<file path="config.mk">
export PLATFORM = sky130hd
export DESIGN_NAME = jsx_markup_tokenizer_flat
export DESIGN_NICKNAME = d
export VERILOG_FILES = /design/src/rtl/jmt_pkg.sv /design/src/rtl/jmt_ifs.sv /design/src/rtl/jmt_core.sv /design/src/rtl/jmt_out_buf.sv /design/src/rtl/jsx_markup_tokenizer.sv /design/src/flat_wrapper.sv
export VERILOG_INCLUDE_DIRS = /design/src /design/src/rtl
export SDC_FILE = /design/constraint.sdc
export NUM_CORES = 1
export LEC_CHECK = 0
export ABC_AREA = 1
export BUFFER_PORTS_ARGS = -buffer_cell sky130_fd_sc_hd__buf_2
export CORE_MARGIN = 2
export CORE_UTILIZATION = 25
export DETAILED_ROUTE_END_ITERATION = 10
export SLEW_MARGIN = 20
export SYNTH_ARGS = -nofsm -noshare
export SYNTH_HDL_FRONTEND = slang
export SYNTH_HIERARCHICAL = 1
export SYNTH_SLANG_ARGS = --single-unit
</file>
<file path="constraint.sdc">
create_clock -name i_clk -period 7.1 [get_ports i_clk]
set_input_delay 1.065 -clock i_clk [delete_from_list [all_inputs] [get_ports i_clk]]
set_output_delay 1.065 -clock i_clk [all_outputs]
set_load 0.02 [all_outputs]
</file>
<file path="src/rtl/assert_macros.svh">
// Assertion macros used by the top level of the markup tokenizer.
`ifndef ASSERT_MACROS_SVH
`define ASSERT_MACROS_SVH
`ifndef NO_ASSERTIONS
// Same-cycle implication, checked at every rising edge outside reset.
`define JMT_ASSERT_IMP(lbl, clk, rstn, ante, cons) \
    lbl: assert property (@(posedge clk) disable iff (!(rstn)) (ante) |-> (cons)) \
        else $error("tokenizer same-cycle check failed");
// Next-cycle implication, checked at every rising edge outside reset.
`define JMT_ASSERT_NXT(lbl, clk, rstn, ante, cons) \
    lbl: assert property (@(posedge clk) disable iff (!(rstn)) (ante) |=> (cons)) \
        else $error("tokenizer next-cycle check failed");
`else
`define JMT_ASSERT_IMP(lbl, clk, rstn, ante, cons)
`define JMT_ASSERT_NXT(lbl, clk, rstn, ante, cons)
`endif
`endif

</file>
<file path="src/rtl/jmt_pkg.sv">
// Shared types, character codes and token kinds of the markup tokenizer.
package jmt_pkg;

    localparam int POS_BITS_DEF  = 16;
    localparam int LINE_BITS_DEF = 16;
    localparam int TOK_W         = 16;
    localparam int MAX_RES       = 3;

    // Source characters.
    localparam logic [7:0] CH_NUL    = 8'h00;
    localparam logic [7:0] CH_TAB    = 8'h09;
    localparam logic [7:0] CH_NL     = 8'h0A;
    localparam logic [7:0] CH_CR     = 8'h0D;
    localparam logic [7:0] CH_SPACE  = 8'h20;
    localparam logic [7:0] CH_BANG   = 8'h21;
    localparam logic [7:0] CH_DQUOT  = 8'h22;
    localparam logic [7:0] CH_SQUOT  = 8'h27;
    localparam logic [7:0] CH_DASH   = 8'h2D;
    localparam logic [7:0] CH_DOT    = 8'h2E;
    localparam logic [7:0] CH_SLASH  = 8'h2F;
    localparam logic [7:0] CH_COLON  = 8'h3A;
    localparam logic [7:0] CH_LT     = 8'h3C;
    localparam logic [7:0] CH_EQUAL  = 8'h3D;
    localparam logic [7:0] CH_GT     = 8'h3E;
    localparam logic [7:0] CH_USCORE = 8'h5F;
    localparam logic [7:0] CH_LBRACE = 8'h7B;
    localparam logic [7:0] CH_RBRACE = 8'h7D;

    // Scan modes.
    localparam logic [2:0] MODE_NAME    = 3'd0;
    localparam logic [2:0] MODE_TEXT    = 3'd1;
    localparam logic [2:0] MODE_COMMENT = 3'd2;
    localparam logic [2:0] MODE_DQ      = 3'd3;

    // Kind of the open token.
    localparam logic [1:0] OPEN_NONE = 2'd0;
    localparam logic [1:0] OPEN_NAME = 2'd1;
    localparam logic [1:0] OPEN_TEXT = 2'd2;

    // Terminator sets of an open text token.
    localparam logic [1:0] EXCL_TEXT    = 2'd0;
    localparam logic [1:0] EXCL_COMMENT = 2'd1;
    localparam logic [1:0] EXCL_DQ      = 2'd2;
    localparam logic [1:0] EXCL_SQ      = 2'd3;

    // Token kinds.
    localparam logic [3:0] K_LT      = 4'd0;
    localparam logic [3:0] K_GT      = 4'd1;
    localparam logic [3:0] K_LBRACE  = 4'd2;
    localparam logic [3:0] K_RBRACE  = 4'd3;
    localparam logic [3:0] K_EOF     = 4'd4;
    localparam logic [3:0] K_BANG    = 4'd5;
    localparam logic [3:0] K_DASH    = 4'd6;
    localparam logic [3:0] K_SLASH   = 4'd7;
    localparam logic [3:0] K_DQUOT   = 4'd8;
    localparam logic [3:0] K_SQUOT   = 4'd9;
    localparam logic [3:0] K_EQUAL   = 4'd10;
    localparam logic [3:0] K_SPACE   = 4'd11;
    localparam logic [3:0] K_UNKNOWN = 4'd12;
    localparam logic [3:0] K_NAME    = 4'd13;
    localparam logic [3:0] K_TEXT    = 4'd14;

    typedef struct packed {
        logic [3:0]       kind;
        logic [TOK_W-1:0] start;
        logic [TOK_W-1:0] length;
        logic [TOK_W-1:0] line;
        logic             last;
    } t_token;

    // Tokens caused by one byte, in emission order from entry 0.
    typedef struct packed {
        logic [1:0]               cnt;
        t_token [MAX_RES-1:0]     tok;
    } t_res;

endpackage

</file>
<file path="src/rtl/jmt_ifs.sv">
// Valid/ready stream interfaces for source bytes and tokens.
interface jmt_byte_if;
    logic       valid;
    logic       ready;
    logic [7:0] ch;
    logic [2:0] scan_mode;
    logic       skip_space;

    modport source (output valid, ch, scan_mode, skip_space, input ready);
    modport sink   (input valid, ch, scan_mode, skip_space, output ready);
endinterface

interface jmt_token_if;
    logic                      valid;
    logic                      ready;
    logic [3:0]                token_kind;
    logic [jmt_pkg::TOK_W-1:0] token_start;
    logic [jmt_pkg::TOK_W-1:0] token_length;
    logic [jmt_pkg::TOK_W-1:0] line_number;
    logic                      last;

    modport source (output valid, token_kind, token_start, token_length, line_number, last,
                    input ready);
    modport sink   (input valid, token_kind, token_start, token_length, line_number, last,
                    output ready);
endinterface

</file>
<file path="src/rtl/jmt_core.sv">
// Tokenizer state and the single-pass decision logic for one source byte.
module jmt_core #(
    parameter int POS_BITS  = jmt_pkg::POS_BITS_DEF,
    parameter int LINE_BITS = jmt_pkg::LINE_BITS_DEF
) (
    input  logic          i_clk,
    input  logic          i_rst_n,
    input  logic          i_take,
    input  logic [7:0]    i_ch,
    input  logic [2:0]    i_scan_mode,
    input  logic          i_skip_space,
    output jmt_pkg::t_res o_res
);

    localparam int TW = jmt_pkg::TOK_W;

    logic [1:0]           r_open_kind,  n_open_kind;
    logic [1:0]           r_open_excl,  n_open_excl;
    logic [POS_BITS-1:0]  r_open_start, n_open_start;
    logic [POS_BITS-1:0]  r_open_len,   n_open_len;
    logic [POS_BITS-1:0]  r_pos,        n_pos;
    logic [LINE_BITS-1:0] r_line,       n_line;

    always_comb begin
        logic       alpha, digit, space, name_cont, text_cont, cont, line_inc;
        logic       do_single, do_empty, do_open;
        logic [3:0] single_kind;
        logic [1:0] open_kind, open_excl, idx;
        logic       sq_mode;
        logic [7:0] quote;
        jmt_pkg::t_res res;

        alpha = (i_ch >= 8'h61 && i_ch <= 8'h7A) || (i_ch >= 8'h41 && i_ch <= 8'h5A);
        digit = (i_ch >= 8'h30 && i_ch <= 8'h39);
        space = (i_ch == jmt_pkg::CH_SPACE) || (i_ch == jmt_pkg::CH_NL) ||
                (i_ch == jmt_pkg::CH_CR) || (i_ch == jmt_pkg::CH_TAB);
        name_cont = alpha || digit || (i_ch == jmt_pkg::CH_DASH) ||
                    (i_ch == jmt_pkg::CH_USCORE) || (i_ch == jmt_pkg::CH_COLON) ||
                    (i_ch == jmt_pkg::CH_DOT);

        unique case (r_open_excl)
            jmt_pkg::EXCL_TEXT:
                text_cont = (i_ch != jmt_pkg::CH_LT) && (i_ch != jmt_pkg::CH_GT) &&
                            (i_ch != jmt_pkg::CH_LBRACE) && (i_ch != jmt_pkg::CH_RBRACE);
            jmt_pkg::EXCL_COMMENT:
                text_cont = (i_ch != jmt_pkg::CH_LT) && (i_ch != jmt_pkg::CH_GT) &&
                            (i_ch != jmt_pkg::CH_BANG) && (i_ch != jmt_pkg::CH_DASH);
            jmt_pkg::EXCL_DQ:
                text_cont = (i_ch != jmt_pkg::CH_DQUOT);
            default:
                text_cont = (i_ch != jmt_pkg::CH_SQUOT);
        endcase
        text_cont = text_cont && (i_ch != jmt_pkg::CH_NUL);

        if (r_open_kind == jmt_pkg::OPEN_NONE) begin
            cont = 1'b0;
        end else if (r_open_kind == jmt_pkg::OPEN_NAME) begin
            cont = name_cont;
        end else begin
            cont = text_cont;
        end

        // Codes four to seven behave as the single-quoted value mode.
        sq_mode = (i_scan_mode > jmt_pkg::MODE_DQ);
        quote   = sq_mode ? jmt_pkg::CH_SQUOT : jmt_pkg::CH_DQUOT;

        do_single   = 1'b0;
        do_empty    = 1'b0;
        do_open     = 1'b0;
        single_kind = jmt_pkg::K_UNKNOWN;
        open_kind   = jmt_pkg::OPEN_TEXT;
        open_excl   = jmt_pkg::EXCL_TEXT;

        priority if (i_skip_space && space) begin
            do_single = 1'b0;
        end else if (i_ch == jmt_pkg::CH_LT) begin
            do_single = 1'b1; single_kind = jmt_pkg::K_LT;
        end else if (i_ch == jmt_pkg::CH_GT) begin
            do_single = 1'b1; single_kind = jmt_pkg::K_GT;
        end else if (i_ch == jmt_pkg::CH_LBRACE) begin
            do_single = 1'b1; single_kind = jmt_pkg::K_LBRACE;
        end else if (i_ch == jmt_pkg::CH_RBRACE) begin
            do_single = 1'b1; single_kind = jmt_pkg::K_RBRACE;
        end else if (i_ch == jmt_pkg::CH_NUL) begin
            do_single = 1'b1; single_kind = jmt_pkg::K_EOF;
        end else if ((i_scan_mode == jmt_pkg::MODE_NAME ||
                      i_scan_mode == jmt_pkg::MODE_COMMENT) && i_ch == jmt_pkg::CH_BANG) begin
            do_single = 1'b1; single_kind = jmt_pkg::K_BANG;
        end else if ((i_scan_mode == jmt_pkg::MODE_NAME ||
                      i_scan_mode == jmt_pkg::MODE_COMMENT) && i_ch == jmt_pkg::CH_DASH) begin
            do_single = 1'b1; single_kind = jmt_pkg::K_DASH;
        end else if (i_scan_mode == jmt_pkg::MODE_NAME) begin
            priority if (i_ch == jmt_pkg::CH_SLASH) begin
                do_single = 1'b1; single_kind = jmt_pkg::K_SLASH;
            end else if (i_ch == jmt_pkg::CH_DQUOT) begin
                do_single = 1'b1; single_kind = jmt_pkg::K_DQUOT;
            end else if (i_ch == jmt_pkg::CH_SQUOT) begin
                do_single = 1'b1; single_kind = jmt_pkg::K_SQUOT;
            end else if (i_ch == jmt_pkg::CH_EQUAL) begin
                do_single = 1'b1; single_kind = jmt_pkg::K_EQUAL;
            end else if (i_ch == jmt_pkg::CH_SPACE) begin
                do_single = 1'b1; single_kind = jmt_pkg::K_SPACE;
            end else if (alpha) begin
                do_open = 1'b1; open_kind = jmt_pkg::OPEN_NAME;
            end else begin
                do_single = 1'b1; single_kind = jmt_pkg::K_UNKNOWN;
            end
        end else if (i_scan_mode == jmt_pkg::MODE_TEXT) begin
            do_open = 1'b1;
        end else if (i_scan_mode == jmt_pkg::MODE_COMMENT) begin
            do_open = 1'b1; open_excl = jmt_pkg::EXCL_COMMENT;
        end else if (i_ch == quote) begin
            // A closing quote straight away: empty value, then the quote itself.
            do_empty    = 1'b1;
            do_single   = 1'b1;
            single_kind = sq_mode ? jmt_pkg::K_SQUOT : jmt_pkg::K_DQUOT;
        end else begin
            do_open   = 1'b1;
            open_excl = sq_mode ? jmt_pkg::EXCL_SQ : jmt_pkg::EXCL_DQ;
        end

        // A newline that is not part of a continued token counts a line
        // when it is skipped or starts a token in a non-name mode.
        line_inc = (i_ch == jmt_pkg::CH_NL) &&
                   (i_skip_space || i_scan_mode != jmt_pkg::MODE_NAME);

        n_open_kind  = r_open_kind;
        n_open_excl  = r_open_excl;
        n_open_start = r_open_start;
        n_open_len   = r_open_len;
        n_pos        = r_pos + POS_BITS'(1);
        n_line       = r_line;
        res          = '0;
        idx          = 2'd0;

        if (cont) begin
            if (r_open_len != '1) begin
                n_open_len = r_open_len + POS_BITS'(1);
            end
            if (r_open_kind != jmt_pkg::OPEN_NAME && i_ch == jmt_pkg::CH_NL &&
                r_line != '1) begin
                n_line = r_line + LINE_BITS'(1);
            end
        end else begin
            if (r_open_kind != jmt_pkg::OPEN_NONE) begin
                res.tok[idx].kind   = (r_open_kind == jmt_pkg::OPEN_NAME) ?
                                      jmt_pkg::K_NAME : jmt_pkg::K_TEXT;
                res.tok[idx].start  = TW'(r_open_start);
                res.tok[idx].length = TW'(r_open_len);
                res.tok[idx].line   = TW'(r_line);
                idx                 = idx + 2'd1;
                n_open_kind         = jmt_pkg::OPEN_NONE;
            end
            if (do_empty) begin
                res.tok[idx].kind   = jmt_pkg::K_TEXT;
                res.tok[idx].start  = TW'(r_pos);
                res.tok[idx].length = '0;
                res.tok[idx].line   = TW'(r_line);
                idx                 = idx + 2'd1;
            end
            if (do_single) begin
                res.tok[idx].kind   = single_kind;
                res.tok[idx].start  = TW'(r_pos);
                res.tok[idx].length = TW'(1);
                res.tok[idx].line   = TW'(r_line);
                idx                 = idx + 2'd1;
            end
            if (do_open) begin
                n_open_kind  = open_kind;
                n_open_excl  = open_excl;
                n_open_start = r_pos;
                n_open_len   = POS_BITS'(1);
            end
            if (line_inc && r_line != '1) begin
                n_line = r_line + LINE_BITS'(1);
            end
        end

        res.cnt = idx;
        if (idx != 2'd0) begin
            res.tok[2'(idx - 2'd1)].last = 1'b1;
        end
        o_res = res;
    end

    always_ff @(posedge i_clk) begin
        if (!i_rst_n) begin
            r_open_kind  <= jmt_pkg::OPEN_NONE;
            r_open_excl  <= jmt_pkg::EXCL_TEXT;
            r_open_start <= '0;
            r_open_len   <= '0;
            r_pos        <= '0;
            r_line       <= LINE_BITS'(1);
        end else if (i_take) begin
            r_open_kind  <= n_open_kind;
            r_open_excl  <= n_open_excl;
            r_open_start <= n_open_start;
            r_open_len   <= n_open_len;
            r_pos        <= n_pos;
            r_line       <= n_line;
        end
    end

endmodule

</file>
<file path="src/rtl/jmt_out_buf.sv">
// Result register of up to three tokens, drained one beat per cycle while i_pop is high.
module jmt_out_buf (
    input  logic            i_clk,
    input  logic            i_rst_n,
    input  logic            i_load,
    input  jmt_pkg::t_res   i_res,
    input  logic            i_pop,
    output logic [1:0]      o_cnt,
    output jmt_pkg::t_token o_head
);

    jmt_pkg::t_token [jmt_pkg::MAX_RES-1:0] r_buf;
    logic [1:0]                             r_cnt;

    // The loader only writes when the buffer is empty or its last entry leaves now.
    always_ff @(posedge i_clk) begin
        if (!i_rst_n) begin
            r_cnt <= 2'd0;
        end else if (i_load) begin
            r_cnt <= i_res.cnt;
        end else if (i_pop) begin
            r_cnt <= r_cnt - 2'd1;
        end
    end

    always_ff @(posedge i_clk) begin
        if (i_load) begin
            r_buf <= i_res.tok;
        end else if (i_pop) begin
            r_buf[0] <= r_buf[1];
            r_buf[1] <= r_buf[2];
        end
    end

    assign o_cnt  = r_cnt;
    assign o_head = r_buf[0];

endmodule

</file>
<file path="src/rtl/jsx_markup_tokenizer.sv">
// Top level of the markup tokenizer: byte stream in, token stream out.
//
// One source byte enters per beat on i_byte, with its scan mode and its
// skip-whitespace flag; a zero byte marks the end of input. Each byte is
// decided in the cycle it is accepted, against the open-token state, and
// causes zero to three tokens. Those tokens land together in a three-entry
// result register and leave on o_token one beat per cycle while the
// receiver is ready, the final one of a byte flagged by last.
// The first token of an accepted byte is shown on o_token in the next cycle.
// The input takes one byte per cycle while each byte gives at most one token
// and the receiver is ready; a byte that gives more tokens holds the input
// while the result register drains them one token per cycle, and the next
// byte's tokens are taken as its last entry leaves.
// A byte that only extends a name or text token, or is skipped whitespace,
// gives no token and leaves the result register empty.
// When the receiver stalls, finished tokens wait in the result register and
// i_byte.ready drops until it frees up; nothing is lost or repeated.
// Reset clears the open token, sets the byte position to zero and the line
// count to one, and empties the result register.
`include "assert_macros.svh"

module jsx_markup_tokenizer #(
    parameter int POS_BITS  = jmt_pkg::POS_BITS_DEF,
    parameter int LINE_BITS = jmt_pkg::LINE_BITS_DEF
) (
    input  logic               i_clk,
    input  logic               i_rst_n,
    jmt_byte_if.sink           i_byte,
    jmt_token_if.source        o_token
);

    logic            take;
    logic            pop;
    logic [1:0]      buf_cnt;
    jmt_pkg::t_res   step_res;
    jmt_pkg::t_token head;

    // The result register may take a new set of tokens when it is empty or
    // when its only remaining token leaves in this cycle.
    assign i_byte.ready = (buf_cnt == 2'd0) || (buf_cnt == 2'd1 && o_token.ready);
    assign take         = i_byte.valid && i_byte.ready;
    assign pop          = o_token.valid && o_token.ready;

    jmt_core #(
        .POS_BITS  (POS_BITS),
        .LINE_BITS (LINE_BITS)
    ) u_core (
        .i_clk        (i_clk),
        .i_rst_n      (i_rst_n),
        .i_take       (take),
        .i_ch         (i_byte.ch),
        .i_scan_mode  (i_byte.scan_mode),
        .i_skip_space (i_byte.skip_space),
        .o_res        (step_res)
    );

    jmt_out_buf u_out_buf (
        .i_clk   (i_clk),
        .i_rst_n (i_rst_n),
        .i_load  (take),
        .i_res   (step_res),
        .i_pop   (pop),
        .o_cnt   (buf_cnt),
        .o_head  (head)
    );

    assign o_token.valid        = (buf_cnt != 2'd0);
    assign o_token.token_kind   = head.kind;
    assign o_token.token_start  = head.start;
    assign o_token.token_length = head.length;
    assign o_token.line_number  = head.line;
    assign o_token.last         = head.last;

    // A token that is not the last of its byte always has a successor queued.
    `JMT_ASSERT_IMP(a_more_follow, i_clk, i_rst_n, o_token.valid && !o_token.last, buf_cnt >= 2'd2)
    // The final token of a byte is the only one left in the result register.
    `JMT_ASSERT_IMP(a_last_alone, i_clk, i_rst_n, o_token.valid && o_token.last, buf_cnt == 2'd1)
    // After a non-final token leaves, the next token of the same byte is shown.
    `JMT_ASSERT_NXT(a_drain_on, i_clk, i_rst_n, pop && !o_token.last, o_token.valid)

endmodule

</file>
<file path="src/flat_wrapper.sv">
// flat-port wrapper written by rule: the top's interface ports become plain ports
module jsx_markup_tokenizer_flat 
#(
    parameter int POS_BITS  = jmt_pkg::POS_BITS_DEF,
    parameter int LINE_BITS = jmt_pkg::LINE_BITS_DEF
)
  (i_clk, i_rst_n, i_byte_valid, i_byte_ch, i_byte_scan_mode, i_byte_skip_space, i_byte_ready, o_token_valid, o_token_token_kind, o_token_token_start, o_token_token_length, o_token_line_number, o_token_last, o_token_ready);
  jmt_byte_if i_byte_i ();
  jmt_token_if o_token_i ();
  input  logic i_clk;
  input  logic i_rst_n;
  input wire logic [$bits(i_byte_i.valid)-1:0] i_byte_valid;
  input wire logic [$bits(i_byte_i.ch)-1:0] i_byte_ch;
  input wire logic [$bits(i_byte_i.scan_mode)-1:0] i_byte_scan_mode;
  input wire logic [$bits(i_byte_i.skip_space)-1:0] i_byte_skip_space;
  output wire logic [$bits(i_byte_i.ready)-1:0] i_byte_ready;
  output wire logic [$bits(o_token_i.valid)-1:0] o_token_valid;
  output wire logic [$bits(o_token_i.token_kind)-1:0] o_token_token_kind;
  output wire logic [$bits(o_token_i.token_start)-1:0] o_token_token_start;
  output wire logic [$bits(o_token_i.token_length)-1:0] o_token_token_length;
  output wire logic [$bits(o_token_i.line_number)-1:0] o_token_line_number;
  output wire logic [$bits(o_token_i.last)-1:0] o_token_last;
  input wire logic [$bits(o_token_i.ready)-1:0] o_token_ready;
  assign i_byte_i.valid = i_byte_valid;
  assign i_byte_i.ch = i_byte_ch;
  assign i_byte_i.scan_mode = i_byte_scan_mode;
  assign i_byte_i.skip_space = i_byte_skip_space;
  assign i_byte_ready = i_byte_i.ready;
  assign o_token_valid = o_token_i.valid;
  assign o_token_token_kind = o_token_i.token_kind;
  assign o_token_token_start = o_token_i.token_start;
  assign o_token_token_length = o_token_i.token_length;
  assign o_token_line_number = o_token_i.line_number;
  assign o_token_last = o_token_i.last;
  assign o_token_i.ready = o_token_ready;
  jsx_markup_tokenizer #(.POS_BITS(POS_BITS), .LINE_BITS(LINE_BITS)) u_core (.i_clk(i_clk), .i_rst_n(i_rst_n), .i_byte(i_byte_i), .o_token(o_token_i));
endmodule
</file>
# Word-level counts from Yosys, hierarchy flattened
# Index checks and enable logic that the tools add are counted.
[totals]
register_bits = 229
output_inout_bits = 55
[op_classes]
add_sub_neg = 7
n_lt_le_gt_ge = 13
n_eq_ne = 37
n_mux = 148
bitwise_logic = 1
n_reduce_logical = 52
[ops]
columns = ["op", "n"]
rows = [
  ["bitwise mux 159 bit", 9],
  ["demux 53 bit (select 2 bit)", 9],
  ["2-to-1 mux 159 bit", 5],
  ["2-to-1 mux 106 bit", 2],
  ["2-to-1 mux 53 bit", 2],
  ["2-to-1 mux 52 bit", 2],
  ["2-to-1 mux 49 bit", 2],
  ["2-to-1 mux 16 bit", 6],
  ["equality test 8 x 6 -> 1 bit (second input constant)", 11],
  ["2-to-1 mux 2 bit", 37],
  ["2-to-1 mux 33 bit", 2],
  ["2-to-1 mux 1 bit", 51],
  ["adder 16 x 1 -> 16 bit (second input constant)", 3],
  ["inequality test 8 x 6 -> 1 bit (second input constant)", 6],
  ["2-to-1 mux 4 bit", 10],
  ["2-to-1 mux 17 bit", 2],
  ["inequality test 16 bit (second input constant)", 2],
  ["equality test 8 x 4 -> 1 bit (second input constant)", 3],
  ["equality test 8 x 7 -> 1 bit (second input constant)", 3],
  ["2-to-1 mux 3 bit", 8],
  ["logical AND 1 bit", 22],
  [">= comparator 8 x 7 -> 1 bit (second input constant)", 2],
  ["less-or-equal comparator 8 x 7 -> 1 bit (second input constant)", 2],
  ["inequality test 8 x 7 -> 1 bit (second input constant)", 2],
  ["23 further kinds", 55],
]

# Longest topological paths before layout
# Gate-level depths: netlist (run 1).
[logic_depth]
depth_word = 30
depth_mapped = 20

# Hierarchy
# Netlist (run 1), hierarchy kept.
[modules_own_cells]
columns = ["mod", "instances", "cells_each", "area_per_inst_um2", "seq_area_each_um2"]
rows = [
  ["jmt_out_buf", 1, 578, 6682.7, 4814.6],
  ["jmt_core", 1, 895, 5485.3, 1361.3],
  ["jsx_markup_tokenizer", 1, 9, 51.3, 0.0],
]

# Worst setup path after synthesis (run 1)
# No wires, ideal clock.
[synth_path]
path_type = "input -> register"
startpoint = "input o_token_ready"
endpoint = "register u_core.u_out_buf.r_buf (netlist bit u_core/u_out_buf/o_head[0]) (enable)"
setup_time_ns = 0.469
arrival_ns = 5.628
required_time_ns = 6.631
slack_ns = 1.003
stages = 7
n_path_buf = 3
cell_sequence = "o21bai_4 > nor2_2 > buf_4 > inv_2 > buf_6 > buf_6 > nand2_1"
[synth_between]
elab_chain_cells = 4
word_cells_on_any_way = 5
classes_between = "reduce/logical (5)"
[synth_lines]
columns = ["item", "line", "text"]
rows = [
  ["start: declaration", "flat_wrapper.sv:23", "input wire logic [$bits(o_token_i.ready)-1:0] o_token_ready;"],
  ["logical AND 1 bit", "jsx_markup_tokenizer.sv:40", "assign i_byte.ready = (buf_cnt == 2'd0) || (buf_cnt == 2'd1 && o_token.ready);"],
  ["logical OR 1 bit", "jsx_markup_tokenizer.sv:40", ""],
  ["logical AND 1 bit", "jsx_markup_tokenizer.sv:41", "assign take = i_byte.valid && i_byte.ready;"],
  ["named net u_core.take", "jsx_markup_tokenizer.sv:32", "logic take;"],
  ["nonzero test 2 bit (no source line)", "-", ""],
  ["end signal: assignment", "jmt_out_buf.sv:28", "r_buf <= i_res.tok;"],
  ["end: declaration", "jmt_out_buf.sv:12", "jmt_pkg::t_token [jmt_pkg::MAX_RES-1:0] r_buf;"],
]
# The timed path passes the listed nets, and every way through them passes these cells.
# A chain may end at the register's enable or synchronous reset.

==> flow_metrics.py, run 1 <==
metrics = {
    "outcome": {
        "status": "finished clean",
    },
    "route": {
        "drt_wl_total_mm": 27.6,
        "post_drt_via_cell_ratio": 4.34,
        "drcViolationCount": 0,
        "drt-pass1-iter-count": 5,
        "num_vias": 9155,
        "drt-initial-drc-count": 466,
        "avgRoutedWirePerCell_um": 13.1,
        "drtAntennaViolNets": 0,
    },
    "final_layout": {
        "final_cells": 2108,
        "num_antenna_cells": 0,
        "finalNetCount": 1487,
        "final_util": 0.276,
        "fillers": 5159,
        "area_growth_pct": 9.60,
        "layout-drive-gt1-share": 0.133,
    },
    "worst_setup_path": {
        "r2r_cells": 9,
        "crit_path_end": "u_core/u_out_buf/r_buf[66]",
        "crit_path_max_fanout": 33,
        "critical_path_class": "primary input to flop",
        "critPathCaptureType": "flop",
        "arrival_ps": 4340,
        "startpoint_type": "primary input",
        "crit_start": "i_byte_ch[4]",
        "regToRegStartpoint": "u_core/u_out_buf/o_cnt[1]",
        "r2r_slack_ps": 3420,
        "crit_required_ps": 7380,
        "rr_endpoint": "u_core/u_core/r_open_len[4]",
    },
    "power_and_ir_drop": {
        "power_mw": 3.91,
        "p_leak_nw": 5.37,
        "ir_drop_mv": 0.178,
        "power_density_nw_per_um2": 292,
    },
    "placed_design": {
        "dpl.hpwl_mm": 17.8,
        "io_buffers": 70,
        "dp.cells": 2061,
        "gp_congestion": 0.821,
        "place_ws_ps": 2520,
    },
    "floorplanning": {
        "die_w_um": 225,
        "die_h_um": 225,
        "coreArea_um2": 48500,
        "rows": 81,
        "start_util": 0.252,
        "die_area_um2": 50700,
        "io_pins": 71,
    },
    "synthesis": {
        "synth_ff_type": "edfxtp_1",
        "netlist_instances": 1482,
        "syn_avg_cell_area_um2": 8.25,
        "yosys_warnings": 6,
        "synth_seq_cells": 229,
        "synth_commonest_cells": "nand2_1, edfxtp_1, nor2_1",
        "yosysMostFrequentCell": "nand2_1",
        "synth.cell_area_um2": 12200,
        "synth-edff-count": 159,
        "yosysSeqAreaShare": 0.505,
        "yosys.area.top_type": "edfxtp_1",
        "synthArstFlopShare": 0,
        "synthTopCellsByArea": "edfxtp_1, nand2_1, dfxtp_1",
        "yosysTopAreaCellShare": 0.391,
        "synth_cell_types": 39,
    },
    "grt": {
        "antenna_found_initial": 0,
        "grt.overflow.total": 0,
        "grt_max_degree": 91,
        "grt_pass1_vias": 8897,
        "grt_pass1_wl_mm": 45.0,
        "track_usage": 0.108,
    },
    "timing": {
        "clock.fmax_mhz": 246,
        "tightest_slew_ps": 1020,
        "skew_ps": 26.9,
        "max_slew_margin": 0.315,
        "finalHoldViolCount": 0,
        "setup_viol": 0,
        "finalMaxSlewViolations": 0,
        "setup_tns_ps": 0,
        "fin_crit_sh": 0.573,
        "min_period_ps": 4060,
        "rsz0062_at_grt": "no",
        "worst_slack_ps": 3040,
    },
    "clock_network": {
        "cts_setup_buffers": 0,
        "cts_sinks": 229,
        "cts_hold_buf": 0,
        "clk_latency_ps": 540,
        "cts_tree": "built",
        "cts_buffers": 26,
        "clkSlewWorstSetupHoldPaths_ps": 60,
        "clockBufferDepth": 3,
        "cts_resized": 0,
        "cts_root_buf": "clkbuf_16",
        "htreeDepth": 1,
    },
    "job": {
        "drv_cap": 0,
    },
    "worst_hold_path": {
        "hold_class": "flop to flop",
        "hold-path-cell-count": 2,
    },
}
-- routing by layer --
layer / wire (um) / global-route usage
met1: 11800 / 0.129
met3: 1400 / 0.0224
met4: 749 / 0.0320
met5: 0 / 0
met2: 13600 / 0.194
-- how the worst min path moves through the flow --
stage / from / end / slack (ps)
2_1_floorplan: u_core/u_core/r_open_start[0] / u_core/u_core/r_open_start[0] / 430
3_3_place_gp: u_core/u_core/r_open_start[4] / u_core/u_core/r_open_start[4] / 440
3_5_place_dp: u_core/u_core/r_open_start[7] / u_core/u_core/r_open_start[7] / 450
4_1_cts: u_core/u_core/r_open_start[7] / u_core/u_core/r_open_start[7] / 460
5_1_grt: u_core/u_core/r_open_start[8] / u_core/u_core/r_open_start[8] / 480
6_report: u_core/u_core/r_open_start[15] / u_core/u_core/r_open_start[15] / 450
-- stage by stage --
stage          hold WS [ps]  instance area [um2]
6_report                455                13400
3_5_place_dp            447                12500
3_3_place_gp            441                12500
2_1_floorplan           430                12300
4_1_cts                 457                13400
5_1_grt                 478                13400
-- final cells by class --
cell class              instances  area [um2]  share of cell area
clock inverters                12         129             0.00962
inverters                     152         572              0.0427
clock buffers                  35         758              0.0566
flip-flops and latches        229        6180               0.461
multi-input cells             981        4580               0.342
well taps                     622         778              0.0581
repair buffers                 77         403              0.0301
-- where the power goes --
| group | internal, mW | switching [mW] |
|---|---|---|
| combinational | 0.177 | 0.616 |
| sequential | 1.69 | 0.0620 |
| clock | 0.824 | 0.539 |
-- worst max-delay path: stages --
cell	delay, ps
buf_2	120
inv_2	70
nand2_1	50
nor2_1	510
nand2_1	150
nand3_1	110
nand2_1	130
nand2_1	750
nor2_1	240
o21ai_4	860
nor2_1	90
nand2_1	110
nand2_1	70
-- flip-flops by register name (all words and copies together), names as in the netlist, 16 cells and up --
register / flops
u_core/u_core/r_open_len: 16
u_core/u_out_buf/r_buf: 106
u_core/u_core/r_open_start: 16
u_core/u_core/r_pos: 16
u_core/u_out_buf/o_head: 53
u_core/u_core/r_line: 16
-- logic make-up (layout without fill, tap and decap cells) --
family | after synthesis | in the layout | share of synthesized area
compound gates | 140 | 140 | 0.0634
xor+xnor | 23 | 23 | 0.0165
fa+ha+maj | 4 | 4 | 0.00410
buf+inv | 303 | 276 | 0.133
flops | 229 | 229 | 0.505
other cells | 1 | 32 | 0.000307
simple gates | 782 | 782 | 0.278
-- cell usage in the layout (no fill, tap or decap), types with 2 or more instances in the layout --
cell type  count
o22ai_1        2
nand2_2       16
inv_1        134
bufinv_16      2
nand3_1       61
clkbuf_1       3
dfxtp_1       70
buf_2         70
nand2_1      427
inv_2         16
buf_4          7
nor3_2        15
o21ai_1       22
edfxtp_1     159
nand2_4        2
a21oi_1       63
ha_1           4
conb_1        32
clkbuf_16     28
xor2_1        22
nor2_4         5
nor4_1         9
nand4_1       28
nor2_1       156
a21oi_2       10
o21ai_0       37
nor2_2         3
nand3b_1       2
nor3_1        52
clkinv_2       7
nand3_2        3
clkbuf_8       3
Note: power is estimated with default switching activity, not from simulation.
==> run 2, diff against run 1 <==
==> constraint.sdc (replaced) <==
create_clock -name i_clk -period 4.3 [get_ports i_clk]
set_input_delay 0.645 -clock i_clk [delete_from_list [all_inputs] [get_ports i_clk]]
set_output_delay 0.645 -clock i_clk [all_outputs]
set_load 0.02 [all_outputs]
==> flow_metrics.py, run 2 (same netlist as run 1, synthesis figures left out) <==
metrics = {
    "worst_setup_path": {
        "r2r_slack_ps": 1160,
        "rr_endpoint": "u_core/u_out_buf/r_buf[97]",
        "startpoint_type": "flop",
        "crit_start": "u_core/u_out_buf/o_cnt[1]",
        "r2r_cells": 6,
        "critical_path_class": "flop to flop",
        "crit_path_end": "u_core/u_out_buf/r_buf[97]",
        "crit_path_max_fanout": 106,
        "crit_required_ps": 4460,
        "regToRegStartpoint": "u_core/u_out_buf/o_cnt[1]",
        "arrival_ps": 3300,
        "critPathCaptureType": "flop",
    },
    "power_and_ir_drop": {
        "ir_drop_mv": 0.270,
        "p_leak_nw": 5.37,
        "power_density_nw_per_um2": 472,
    },
    "final_layout": {
        "layout-drive-gt1-share": 0.132,
        "finalNetCount": 1496,
        "final_cell_area_um2": 13400,
        "final_common_cell": "nand2_1",
        "num_antenna_cells": 0,
        "area_growth_pct": 9.50,
        "layout_common_cells": "nand2_1, edfxtp_1, nor2_1",
        "largest_reg_flops": 106,
        "regMostFlops": "u_core/u_out_buf/r_buf",
    },
    "floorplanning": {
        "coreArea_um2": 48500,
        "die_w_um": 225,
        "rows": 81,
        "io_pins": 71,
        "die_h_um": 225,
        "die_area_um2": 50700,
        "start_util": 0.252,
    },
    "timing": {
        "min_period_ps": 3140,
        "finalMaxSlewViolations": 0,
        "max_slew_margin": 0.436,
        "setup_viol": 0,
        "finalHoldViolCount": 0,
        "skew_ps": 8.51,
        "rsz0062_at_grt": "no",
        "fin_crit_sh": 0.730,
        "whs_ps": 453,
        "worst_slack_ps": 1160,
        "clock.fmax_mhz": 319,
        "setup_tns_ps": 0,
        "tightest_slew_ps": 846,
    },
    "clock_network": {
        "clkSlewWorstSetupHoldPaths_ps": 60,
        "cts_resized": 0,
        "cts_hold_buf": 0,
        "cts_sinks": 229,
        "htreeDepth": 1,
        "cts_tree": "built",
        "clk_latency_ps": 530,
        "cts_root_buf": "clkbuf_16",
        "cts_buffers": 26,
        "cts_setup_buffers": 0,
        "clockBufferDepth": 3,
    },
    "route": {
        "num_vias": 9176,
        "drcViolationCount": 0,
        "post_drt_via_cell_ratio": 4.33,
        "drt-initial-drc-count": 615,
        "drtAntennaViolNets": 0,
        "drt-pass1-iter-count": 6,
        "drt_wl_total_mm": 27.9,
        "avgRoutedWirePerCell_um": 13.2,
    },
    "grt": {
        "grt_pass1_vias": 8961,
        "grt_pass1_wl_mm": 46.4,
        "grt_max_degree": 107,
        "grt.overflow.total": 0,
        "track_usage": 0.111,
        "antenna_found_initial": 0,
    },
    "outcome": {
        "status": "finished clean",
    },
    "placed_design": {
        "gp_congestion": 0.803,
        "place_area_um2": 12600,
        "dpl.hpwl_mm": 18.0,
        "io_buffers": 70,
        "place_ws_ps": 854,
    },
    "worst_hold_path": {
        "hold_class": "flop to flop",
    },
    "job": {
        "drv_cap": 0,
    },
}
## run 2: cell types whose count changed in the layout (fill, tap and decap cells not counted), sizes merged
cell / change
buf: +9
clkinv: +3
clkinvlp: -1
clkbuf: +2
bufinv: -2
inv: -1
## run 2: worst min path at each step
stage,startpoint,to,slack [ps],depth (start not counted)
after CTS,u_core/u_core/r_open_start[5],u_core/u_core/r_open_start[5],450,2
after global placement,u_core/u_core/r_open_start[4],u_core/u_core/r_open_start[4],440,2
after detailed placement,u_core/u_core/r_open_start[5],u_core/u_core/r_open_start[5],450,2
after global routing,u_core/u_core/r_open_start[14],u_core/u_core/r_open_start[14],470,2
final,u_core/u_core/r_open_start[0],u_core/u_core/r_open_start[0],450,2
after floorplan,u_core/u_core/r_open_start[0],u_core/u_core/r_open_start[0],430,2
## run 2: power breakdown
part | switching (mW) | total [mW] | internal, mW | leakage, nW
clock | 0.875 | 2.11 | 1.23 | 0.403
sequential | 0.103 | 2.89 | 2.79 | 2.16
combinational | 1.01 | 1.32 | 0.309 | 2.81
## run 2: metal layers
layer  track usage  vias to the layer above  wire length, um
met4        0.0308                        0              745
met1         0.141                     4288            12300
met5             0                        -                0
met2         0.193                      174            13400
li1              -                     4667                -
met3        0.0220                       47             1420
## run 2: through the flow
step | std cells | power [mW] | utilization
5_1_grt | 2118 | 6.67 | 0.276
3_3_place_gp | 2070 | 4.26 | 0.259
3_5_place_dp | 2070 | 4.29 | 0.259
6_report | 2118 | 6.32 | 0.276
4_1_cts | 2118 | 6.42 | 0.276
2_1_floorplan | 1513 | 4.07 | -
## run 2: area by class of cell
cell class	instances	area, um2
inverters	152	572
clock buffers	37	764
repair buffers	86	483
multi-input cells	981	4560
clock inverters	11	51.3
fillers	5118	35200
well taps	622	778
flip-flops and latches	229	6180
## run 2: critical path: stages, from the launching register on
cell and delay, ps:
dfxtp_1 350, o21bai_4 200, nor2_4 230, buf_4 470
clkinv_2 610, nand2_4 220, buf_12 380
